===== config.mk =====
export PLATFORM = sky130hd
export DESIGN_NAME = fir_filter_loadable_coeffs_core
export DESIGN_NICKNAME = d
export VERILOG_FILES = /design/src/firlc_pkg.sv /design/src/fir_filter_loadable_coeffs_core.sv /design/src/firlc_ram.sv
export SDC_FILE = /design/constraint.sdc
export NUM_CORES = 2
export LEC_CHECK = 0
export ABC_AREA = 1
export ABC_CLOCK_PERIOD_IN_PS = 8300
export BUFFER_PORTS_ARGS = -buffer_cell sky130_fd_sc_hd__buf_2
export CORE_ASPECT_RATIO = 1.4
export CORE_UTILIZATION = 60
export DETAILED_ROUTE_END_ITERATION = 8
export PLACE_DENSITY = 0.72
export REMOVE_ABC_BUFFERS = 1
export SYNTH_ARGS = -nofsm -noshare
export SYNTH_HDL_FRONTEND = slang
export SYNTH_HIERARCHICAL = 1
export SYNTH_SLANG_ARGS = --single-unit

===== constraint.sdc =====
create_clock -name clk -period 8.3 [get_ports clk]
set_clock_uncertainty 0.05 [all_clocks]
set_input_delay 0.83 -clock clk [delete_from_list [all_inputs] [get_ports clk]]
set_output_delay 0.83 -clock clk [all_outputs]
set_load 0.1 [all_outputs]

===== src/firlc_pkg.sv =====
// ----------------------------------------------------------------------------
// firlc_pkg
// Shared sizes, command codes, sequencer states and beat types for the
// loadable-coefficient FIR filter.
// ----------------------------------------------------------------------------
package firlc_pkg;

  localparam int MAX_TAPS    = 64;
  localparam int SAMPLE_BITS = 16;
  localparam int TAP_CNT_W   = 7;
  localparam int COEF_IDX_W  = 6;

  localparam int ADDR_W = (MAX_TAPS > 1) ? $clog2(MAX_TAPS) : 1;
  localparam int CNT_W  = $clog2(MAX_TAPS + 1);
  localparam int NCMP_W = (CNT_W > TAP_CNT_W) ? CNT_W : TAP_CNT_W;
  localparam int PROD_W = 2 * SAMPLE_BITS;
  localparam int ACC_W  = PROD_W + $clog2(MAX_TAPS) + 1;

  localparam logic [TAP_CNT_W-1:0] TAP_CNT_RST = 7'd64;

  typedef enum logic [1:0] {
    CMD_FILTER = 2'd0,
    CMD_PUSH   = 2'd1,
    CMD_CLEAR  = 2'd2,
    CMD_COEF   = 2'd3
  } firlc_cmd_t;

  typedef enum logic [1:0] {
    ST_IDLE,
    ST_MAC,
    ST_DONE
  } firlc_state_t;

  typedef struct packed {
    firlc_cmd_t                    cmd;
    logic signed [SAMPLE_BITS-1:0] sample_in;
    logic [COEF_IDX_W-1:0]         coeff_index;
    logic signed [SAMPLE_BITS-1:0] coeff_value;
  } firlc_in_t;

  typedef struct packed {
    logic signed [SAMPLE_BITS-1:0] filtered;
    logic                          saturated;
  } firlc_out_t;

endpackage


===== src/fir_filter_loadable_coeffs_core.sv =====
// ----------------------------------------------------------------------------
// fir_filter_loadable_coeffs_core
// Direct-form FIR filter with a loadable coefficient store and one shared
// multiply-accumulate unit.
// ----------------------------------------------------------------------------
// A push-and-filter beat (cmd 0) holds the input stalled after acceptance,
// while the single multiply-accumulate unit visits one tap per cycle, with
// taps being tap_count clamped to 1..MAX_TAPS, and then through RAM read,
// product register, drain and round/saturate. Push-only, clear-history and
// coefficient-write beats leave the input unstalled and return no result. The
// result sits in an output register, so a waiting result does not block the next
// beat until that next filter result is ready. History and coefficient
// entries carry valid bits, so reset and clear take effect at once.
// ----------------------------------------------------------------------------
module fir_filter_loadable_coeffs_core
  import firlc_pkg::*;
(
  input  logic                 clk,
  input  logic                 rst_n,
  input  logic                 in_valid,
  output logic                 in_stall,
  input  firlc_in_t            in_data,
  output logic                 out_valid,
  input  logic                 out_stall,
  output firlc_out_t           out_data,
  input  logic                 cfg_we,
  input  logic [TAP_CNT_W-1:0] cfg_wdata
);

  localparam logic signed [ACC_W-1:0] OUT_MAX =
    {{(ACC_W-SAMPLE_BITS+1){1'b0}}, {(SAMPLE_BITS-1){1'b1}}};
  localparam logic signed [ACC_W-1:0] OUT_MIN = ~OUT_MAX;
  localparam logic signed [ACC_W-1:0] RND =
    {{(ACC_W-SAMPLE_BITS+1){1'b0}}, 1'b1, {(SAMPLE_BITS-2){1'b0}}};

  firlc_state_t state_r, state_nxt;

  logic [TAP_CNT_W-1:0] tap_count_r;
  logic [ADDR_W-1:0]    wp_r, wp_nxt, wp_inc;
  logic [CNT_W-1:0]     n_r, n_nxt, n_use;
  logic [CNT_W-1:0]     k_r, k_nxt;
  logic [ADDR_W-1:0]    idx_r, idx_nxt, start_idx;
  logic [CNT_W:0]       start_sum;
  logic [NCMP_W-1:0]    tap_ext;

  logic [MAX_TAPS-1:0]  hist_vld_r, hist_vld_nxt;
  logic [MAX_TAPS-1:0]  coef_vld_r, coef_vld_nxt;

  logic                 accept, issue, coef_wr, hist_wr;
  logic [ADDR_W-1:0]    coef_waddr;
  logic [SAMPLE_BITS-1:0] hist_rdata, coef_rdata;

  logic                 s1_vld_r, s2_vld_r, hv_r, cv_r;
  logic signed [SAMPLE_BITS-1:0] samp_op, coef_op;
  logic signed [PROD_W-1:0]      prod_r;
  logic signed [ACC_W-1:0]       acc_r, sum_rnd, shifted;
  logic                 sat_hi, sat_lo, out_free;

  logic                 out_vld_r;
  firlc_out_t           out_data_r, res_w;

  assign accept   = in_valid && !in_stall;
  assign in_stall = (state_r != ST_IDLE);
  assign out_free = !out_vld_r || !out_stall;
  assign issue    = (state_r == ST_MAC) && (k_r < n_r);

  assign hist_wr = accept && (in_data.cmd == CMD_FILTER || in_data.cmd == CMD_PUSH);
  assign coef_wr = accept && (in_data.cmd == CMD_COEF) &&
                   (32'(in_data.coeff_index) < 32'(MAX_TAPS));
  assign coef_waddr = ADDR_W'(in_data.coeff_index);

  assign wp_inc  = (wp_r == ADDR_W'(MAX_TAPS - 1)) ? '0 : wp_r + 1'b1;
  assign tap_ext = NCMP_W'(tap_count_r);

  always_comb begin
    if (tap_ext == '0) begin
      n_use = CNT_W'(1);
    end else if (tap_ext > NCMP_W'(MAX_TAPS)) begin
      n_use = CNT_W'(MAX_TAPS);
    end else begin
      n_use = CNT_W'(tap_ext);
    end
  end

  assign start_sum = (CNT_W+1)'(wp_inc) + (CNT_W+1)'(MAX_TAPS) - (CNT_W+1)'(n_use);
  assign start_idx = (start_sum >= (CNT_W+1)'(MAX_TAPS)) ?
                     ADDR_W'(start_sum - (CNT_W+1)'(MAX_TAPS)) : ADDR_W'(start_sum);

  firlc_ram #(.WIDTH(SAMPLE_BITS), .DEPTH(MAX_TAPS)) u_hist_ram (
    .clk     (clk),
    .wr_en   (hist_wr),
    .wr_addr (wp_r),
    .wr_data (in_data.sample_in),
    .rd_addr (idx_r),
    .rd_data (hist_rdata)
  );

  firlc_ram #(.WIDTH(SAMPLE_BITS), .DEPTH(MAX_TAPS)) u_coef_ram (
    .clk     (clk),
    .wr_en   (coef_wr),
    .wr_addr (coef_waddr),
    .wr_data (in_data.coeff_value),
    .rd_addr (k_r[ADDR_W-1:0]),
    .rd_data (coef_rdata)
  );

  always_ff @(posedge clk) begin
    if (!rst_n) begin
      state_r     <= ST_IDLE;
      tap_count_r <= TAP_CNT_RST;
      wp_r        <= '0;
      n_r         <= '0;
      k_r         <= '0;
      idx_r       <= '0;
      hist_vld_r  <= '0;
      coef_vld_r  <= '0;
      s1_vld_r    <= 1'b0;
      s2_vld_r    <= 1'b0;
      out_vld_r   <= 1'b0;
    end else begin
      state_r    <= state_nxt;
      wp_r       <= wp_nxt;
      n_r        <= n_nxt;
      k_r        <= k_nxt;
      idx_r      <= idx_nxt;
      hist_vld_r <= hist_vld_nxt;
      coef_vld_r <= coef_vld_nxt;
      s1_vld_r   <= issue;
      s2_vld_r   <= s1_vld_r;
      if (cfg_we) begin
        tap_count_r <= cfg_wdata;
      end
      if (state_r == ST_DONE && out_free) begin
        out_vld_r <= 1'b1;
      end else if (!out_stall) begin
        out_vld_r <= 1'b0;
      end
    end
  end

  always_comb begin
    state_nxt    = state_r;
    wp_nxt       = wp_r;
    n_nxt        = n_r;
    k_nxt        = k_r;
    idx_nxt      = idx_r;
    hist_vld_nxt = hist_vld_r;
    coef_vld_nxt = coef_vld_r;
    if (coef_wr) begin
      coef_vld_nxt[coef_waddr] = 1'b1;
    end
    unique case (state_r)
      ST_IDLE: begin
        if (accept) begin
          case (in_data.cmd) inside
            CMD_CLEAR: begin
              hist_vld_nxt = '0;
              wp_nxt       = '0;
            end
            CMD_FILTER, CMD_PUSH: begin
              hist_vld_nxt[wp_r] = 1'b1;
              wp_nxt             = wp_inc;
              if (in_data.cmd == CMD_FILTER) begin
                n_nxt     = n_use;
                k_nxt     = '0;
                idx_nxt   = start_idx;
                state_nxt = ST_MAC;
              end
            end
            default: begin
            end
          endcase
        end
      end
      ST_MAC: begin
        if (issue) begin
          k_nxt   = k_r + 1'b1;
          idx_nxt = (idx_r == ADDR_W'(MAX_TAPS - 1)) ? '0 : idx_r + 1'b1;
        end else if (!s1_vld_r && !s2_vld_r) begin
          state_nxt = ST_DONE;
        end
      end
      ST_DONE: begin
        if (out_free) begin
          state_nxt = ST_IDLE;
        end
      end
      default: state_nxt = ST_IDLE;
    endcase
  end

  // Multiply-accumulate pipeline: RAM read, product, accumulate.
  always_ff @(posedge clk) begin
    if (issue) begin
      hv_r <= hist_vld_r[idx_r];
      cv_r <= coef_vld_r[k_r[ADDR_W-1:0]];
    end
    if (s1_vld_r) begin
      prod_r <= samp_op * coef_op;
    end
    if (accept) begin
      acc_r <= '0;
    end else if (s2_vld_r) begin
      acc_r <= acc_r + {{(ACC_W-PROD_W){prod_r[PROD_W-1]}}, prod_r};
    end
  end

  assign samp_op = hv_r ? $signed(hist_rdata) : '0;
  assign coef_op = cv_r ? $signed(coef_rdata) : '0;

  assign sum_rnd = acc_r + RND;
  assign shifted = sum_rnd >>> (SAMPLE_BITS - 1);
  assign sat_hi  = shifted > OUT_MAX;
  assign sat_lo  = shifted < OUT_MIN;

  always_comb begin
    res_w.saturated = sat_hi || sat_lo;
    if (sat_hi) begin
      res_w.filtered = OUT_MAX[SAMPLE_BITS-1:0];
    end else if (sat_lo) begin
      res_w.filtered = OUT_MIN[SAMPLE_BITS-1:0];
    end else begin
      res_w.filtered = shifted[SAMPLE_BITS-1:0];
    end
  end

  always_ff @(posedge clk) begin
    if (state_r == ST_DONE && out_free) begin
      out_data_r <= res_w;
    end
  end

  assign out_valid = out_vld_r;
  assign out_data  = out_data_r;

  a_filter_starts_mac: assert property (@(posedge clk) disable iff (!rst_n)
    (accept && in_data.cmd == CMD_FILTER) |=> (state_r == ST_MAC))
    else $error("filter beat did not start the MAC sequence");

  a_result_from_done: assert property (@(posedge clk) disable iff (!rst_n)
    $rose(out_vld_r) |-> $past(state_r == ST_DONE))
    else $error("result raised outside the done state");

  a_tap_bound: assert property (@(posedge clk) disable iff (!rst_n)
    (state_r == ST_MAC) |-> (k_r <= n_r))
    else $error("tap counter ran past taps in use");

  a_pipe_in_mac: assert property (@(posedge clk) disable iff (!rst_n)
    (s1_vld_r || s2_vld_r) |-> (state_r == ST_MAC))
    else $error("MAC pipeline active outside the MAC state");

  a_done_drained: assert property (@(posedge clk) disable iff (!rst_n)
    (state_r == ST_DONE) |-> (k_r == n_r && !s1_vld_r && !s2_vld_r))
    else $error("done state entered before the pipeline drained");

endmodule


===== src/firlc_ram.sv =====
// ----------------------------------------------------------------------------
// firlc_ram
// Generic single-write, single-read RAM with registered read data.
// ----------------------------------------------------------------------------
module firlc_ram #(
  parameter int WIDTH = 16,
  parameter int DEPTH = 64
) (
  input  logic                                     clk,
  input  logic                                     wr_en,
  input  logic [((DEPTH > 1) ? $clog2(DEPTH) : 1)-1:0] wr_addr,
  input  logic [WIDTH-1:0]                         wr_data,
  input  logic [((DEPTH > 1) ? $clog2(DEPTH) : 1)-1:0] rd_addr,
  output logic [WIDTH-1:0]                         rd_data
);

  logic [WIDTH-1:0] mem_r [DEPTH];
  logic [WIDTH-1:0] rd_data_r;

  always_ff @(posedge clk) begin
    if (wr_en) begin
      mem_r[wr_addr] <= wr_data;
    end
    rd_data_r <= mem_r[rd_addr];
  end

  assign rd_data = rd_data_r;

endmodule


-- Word-level counts from Yosys, hierarchy flattened
Memories as Yosys holds them, arrays and structs flattened. A register that Yosys moved wholly into a read port is not among the register bits.
Cells that the tools add are included.
- flip-flop bits (word level): 256
- bits in latches: 0
- RAM bits: 2048
- bits in read-only memories: 0
- output and inout bits: 19
- memories: 2
- memory list (name ; words ; bits a word ; read ports ; clocked after memory_dff ; wr ports ; RTL line ; text):
    u_coef_ram.mem_r ; 64 ; 16 ; 1 ; 1 ; 1 ; firlc_ram.sv:17 ; logic [WIDTH-1:0] mem_r [DEPTH];
    u_hist_ram.mem_r ; 64 ; 16 ; 1 ; 1 ; 1 ; firlc_ram.sv:17 ;
- add/subtract/negate cells: 8
- multipliers: 1
- div/mod/pow operators: 0
- magnitude comparators: 11
- equality and inequality tests: 16
- shift operators: 0
- muxes and demuxes: 46
- bitwise logic cells: 3
- reduce and logical (&&, ||, !) cells: 27
- operators with widths (cell ; count):
    $mux 64 ; 2
    $or 64x64->64 ; 2
    $mux 6 ; 10
    $mux 7 ; 7
    $mux 16 ; 3
    $add 39x16->39 const B ; 1
    $add 39x39->39 ; 1
    $mul 16x16->32 ; 1
    $lt 6x7->1 const B ; 4
    $gt 24x16->1 const B ; 1
    $lt 24x16->1 const B ; 1
    $mux 2 ; 7
    $pmux 7 s2 ; 1
    $add 6x1->6 const B ; 2
    $bmux 1 s6 ; 2
    $demux 1 s6 ; 2
    $eq 6x6->1 const B ; 2
    $ge 6x1->1 const B ; 2
    $ne 2x2->1 const B ; 6
    $pmux 6 s2 ; 1
    $mux 1 ; 10
    $add 6x7->8 const B ; 1
    $ge 8x7->1 const B ; 1
    $logic_and 1x1->1 ; 8
    20 further kinds ; 34

-- Depth between registers and ports, before layout
- word-level depth: 11
- gate-level depth with buffers: 30

-- Hierarchy
Netlist, hierarchy kept.
- modules (own cells, without submodules) (module ; instances ; cells each ; area each (µm²)):
    firlc_ram ; 2 ; 3517 ; 42099.1
    fir_filter_loadable_coeffs_core ; 1 ; 3384 ; 24589.8

-- Least setup slack after synthesis
OpenSTA, ideal clock, no wires.
- path type: register to register
- start point: register cv_r
- end point: register prod_r[31] (data pin)
- setup time: 0.253 ns
- arrival: 6.093 ns
- data required time: 7.997 ns
- slack: 1.904 ns
- cell stages (with the launch flop): 27
- buffers on the path: 2
- cell sequence: edfxtp_1 > clkbuf_1 > clkbuf_1 > nand2_1 > nor2_1 > inv_1 > fa_1 > inv_1 > fa_1 > inv_1 > fa_1 > inv_1 > fa_1 > fa_1 > inv_1 > fa_1 > inv_1 > ha_1 > inv_1 > nor3_1 > nand4_1 > nor2_1 > nand2_1 > inv_1 > nor2_1 > nor2_1 > nor2_1
- word-level cells in the longest chain between the ends: 2
- RTL lines (element ; RTL line ; text):
    start: declaration ; fir_filter_loadable_coeffs_core.sv:53 ; logic s1_vld_r, s2_vld_r, hv_r, cv_r;
    start signal: assignment ; fir_filter_loadable_coeffs_core.sv:196 ; cv_r <= coef_vld_r[k_r[ADDR_W-1:0]];
    $mux 16 ; fir_filter_loadable_coeffs_core.sv:209 ; assign coef_op = cv_r ? $signed(coef_rdata) : '0;
    $mul 16x16->32 ; fir_filter_loadable_coeffs_core.sv:199 ; prod_r <= samp_op * coef_op;
    end signal: assignment ; fir_filter_loadable_coeffs_core.sv:199 ;
    end: declaration ; fir_filter_loadable_coeffs_core.sv:55 ; logic signed [PROD_W-1:0] prod_r;
No other way between the ends.
A chain may end at the register's enable or synchronous reset.

-- Worst setup path after layout
- start point: register hv_r
- end point: register prod_r[28] (data pin)
- word-level cells in the longest chain between the ends: 2
- RTL lines (element ; RTL line ; text):
    start: declaration ; fir_filter_loadable_coeffs_core.sv:53 ;
    start signal: assignment ; fir_filter_loadable_coeffs_core.sv:195 ; hv_r <= hist_vld_r[idx_r];
    $mux 16 ; fir_filter_loadable_coeffs_core.sv:208 ; assign samp_op = hv_r ? $signed(hist_rdata) : '0;
    $mul 16x16->32 ; fir_filter_loadable_coeffs_core.sv:199 ;
No other way between the ends.

==> out/metrics.yaml <==
finish:
  register_area_sq_um: 67800
  nets: 10800
  final_core_util_pct: 65.4
  final_common_cell: "nand2_1"
  nFillCells: 13800
  drive_gt1_share_pct: 6.39
  mostFrequentLayoutCells: "3238 x nand2_1, 2099 x edfxtp_1, 1852 x nand3_1"
  multiInputGateArea_sq_um: 35300
  area_growth_syn_to_layout_pct: 8.14
worst_setup_path:
  cp_common_cell: "nand2_1"
  critical_path.startpoint_type: "flop"
  critPathMaxFanout: 16
  required_ps: 8820
  crit_path_end_kind: "flop"
  cpMaxStageDelayCell: "edfxtp_1"
  max_stage_delay_ps: 670
  rrSetupSlack_ps: 1260
  crit_type: "flop to flop"
  critPathBufInv: 4
  cp_top_family: "adder cells"
  arrival_ps: 7560
  critical_path.cell_chain: "nand2_1 -> nor2_1 -> fa_1 -> inv_1 -> fa_1 -> inv_1 -> fa_1 -> fa_1 -> fa_1 -> inv_1 -> fa_1 -> inv_1 -> ha_1 -> a21oi_1 -> o21ai_0 -> a21oi_1 -> nand3_1 -> nand2_1 -> nand2_1 -> nand2_1 -> nand2_1 -> nand2_1 -> nand2_1"
power_and_ir_drop:
  leakage_nw: 45.1
  irDropWorstVdd_v: 0.000256
  p_int_mw: 20.4
  power_switching_mw: 8.49
  switching_share_pct: 29.4
  combPwrFrac_pct: 21.4
  p_clk_share_pct: 33.3
  power.density_nw_per_um2: 246
  p_seq_share_pct: 45.3
global_routing:
  grt_pass1_vias: 74900
  antenna_found_initial: 6
  grt_pass1_wl_um: 442000
  grt.total_usage_pct: 31.9
  grt_overflow: 0
  grt_max_degree: 234
logic_synthesis:
  synth_edf_count: 2099
  synth-seq-cells: 2336
  synth-simple-area-share_pct: 22.8
  syn_area_sq_um: 109000
  synth_warnings: 6
  synthMuxAreaShare_pct: 0
  synthFlopType: "edfxtp_1"
  ys_types: 50
  yosysTopAreaCell: "edfxtp_1"
  async_reset_ff_share_pct: 0
  synthCells: 10400
  synth-compound-area-share_pct: 2.52
  syn_avg_cell_area_sq_um: 10.4
  synth_xor_area_share_pct: 0.612
  synth_top_area_share_pct: 57.9
  yosys-top-cells-area: "edfxtp_1 58%, nand2_1 11%, nand3_1 8.5%"
  synthAdderAreaFrac_pct: 6.41
  ys_seq_area_share_pct: 62.3
  synth_top_family_by_area: "simple AND/OR/NAND/NOR gates"
die:
  dieWidth_um: 362
  fp.dieArea_sq_um: 183000
  io_pins: 71
  core-area_sq_um: 180000
  die_h_um: 506
  rows: 184
  start_util_pct: 60.5
detailed_routing:
  wl_per_cell_um: 22.7
  wirelength_um: 294000
  post_drt_via_cell_ratio: 5.89
  dr.pass1.iters: 8
  vias: 76500
  postRouteAntennaNets: 0
  drt-initial-drc-count: 8054
  drcViolationCount: 0
sta:
  final_hold_viol_count: 0
  slew_viol_final: 0
  grt_setup_unrepaired: "false"
  period_share_pct: 84.8
  setup_viol: 0
  holdWs_ps: 154
  tightest_slew_ps: 1280
  max_freq_mhz: 142
  finalWorstPathRequiredPeriod_ps: 7040
  slew-limit-headroom_pct: 14.4
clocking:
  cts_setup_buffers: 0
  numCtsBuffers: 209
  cts_tree: "done"
  clock_tree.root_cell: "clkbuf_16"
  cts.path.max_buffers: 3
  cts_hold_buf: 0
  clock_latency_ps: 870
  clk_pin_slew_ps: 60
  cts_resized: 0
  htree_levels: 4
  cts_sinks: 2336
min_path:
  hold_path.class: "input port to flop"
placement:
  numPortBuffers: 70
  hpwl_um: 181000
  place_congestion: 0.931
flow_run:
  drv_cap: 0
run_status:
  run_status: "finished, final reports clean"
-- final timing paths --
path | endpoint | cells past startpoint | start
hold / removal | u_coef_ram/mem_r[27][8] | 1 | in_data[8]
setup / recovery | prod_r[28] | 23 | hv_r
setup reg to reg | prod_r[28] | 23 | hv_r
hold reg to reg | coef_vld_r[19] | 2 | coef_vld_r[19]
-- worst register-to-register path: stages, from the launching register on --
cell	delay (ps)
edfxtp_1	670
nand2_1	490
nor2_1	420
fa_1	620
inv_1	260
fa_1	420
inv_1	90
fa_1	450
fa_1	490
fa_1	540
inv_1	50
fa_1	590
inv_1	60
ha_1	370
a21oi_1	240
o21ai_0	110
a21oi_1	250
nand3_1	210
nand2_1	100
nand2_1	80
nand2_1	90
nand2_1	50
nand2_1	60
nand2_1	50
-- registers in the layout, indices dropped and copies added (netlist names) --
name and count:
u_coef_ram/mem_r 1024, n_r 7, out_data 17, s2_vld_r 1, cv_r 1, acc_r 39
tap_count_r 7, u_hist_ram/mem_r 1024, coef_vld_r 64, hist_vld_r 64, u_hist_ram/rd_data 16, state_r 2
idx_r 6, prod_r 32, k_r 7, out_valid 1, wp_r 6, s1_vld_r 1
hv_r 1, u_coef_ram/rd_data 16
-- cell type report --
type / instances / area share (%)
well taps: 2418 / 2.57
diodes: 4 / 0.00851
repair buffers: 290 / 1.75
clock inverters: 114 / 1.02
clock buffers: 271 / 4.76
inverters: 686 / 2.24
flip-flops and latches: 2336 / 57.6
multi-input cells: 6856 / 30.0
-- power by group through the flow --
| stage | Combinational, mW | Sequential, mW | Clock (mW) |
|---|---|---|---|
| 6_report | 6.19 | 13.1 | 9.62 |
| 5_1_grt | 6.99 | 13.1 | 10.2 |
| 4_1_cts | 6.23 | 13.1 | 9.73 |
| 3_5_place_dp | 6.18 | 13.4 | 0 |
| 3_3_place_gp | 6.17 | 13.4 | 0 |
| 2_1_floorplan | 4.31 | 13.4 | 0 |
-- synth_stat cells (62+ instances only) --
library cell / count
inv_1: 665
edfxtp_1: 2099
a21oi_1: 295
dfxtp_1: 237
nor2_1: 629
clkbuf_1: 126
o21ai_0: 165
ha_1: 135
buf_6: 100
fa_1: 264
buf_2: 233
nand3_1: 1852
nand2_1: 3238
nand4_1: 62
-- metal layers --
metal  vias to the layer above  global-route usage (%)  wire [um]  part of all wire, %
met5                         -                  0.0261         28               0.0095
met4                         4                    18.7      18000                  6.1
met3                       741                    4.15      21200                  7.2
met2                      3397                    55.0     148000                   50
met1                     37200                    38.5     107000                   36
li1                      35100                       -          -                    -
-- through the flow --
stage               setup WS, ps  power, mW  TNS, ps  instances  instance area (sq um)
finish                      1260       28.9        0      13000                 118000
CTS                         1210       29.1        0      13000                 118000
global route                 789       30.3        0      13000                 118000
global placement            1210       19.5        0      12600                 111000
floorplan                  -7170       17.8  -325540       9878                 106000
detailed placement          1240       19.5        0      12600                 111000
-- kinds of logic after synthesis --
group	after synthesis
simple gates	5863
compound gates	518
flops	2336
xor+xnor	76
fa+ha+maj	399
buf+inv	1226
Power figures use the tool's default switching activity.
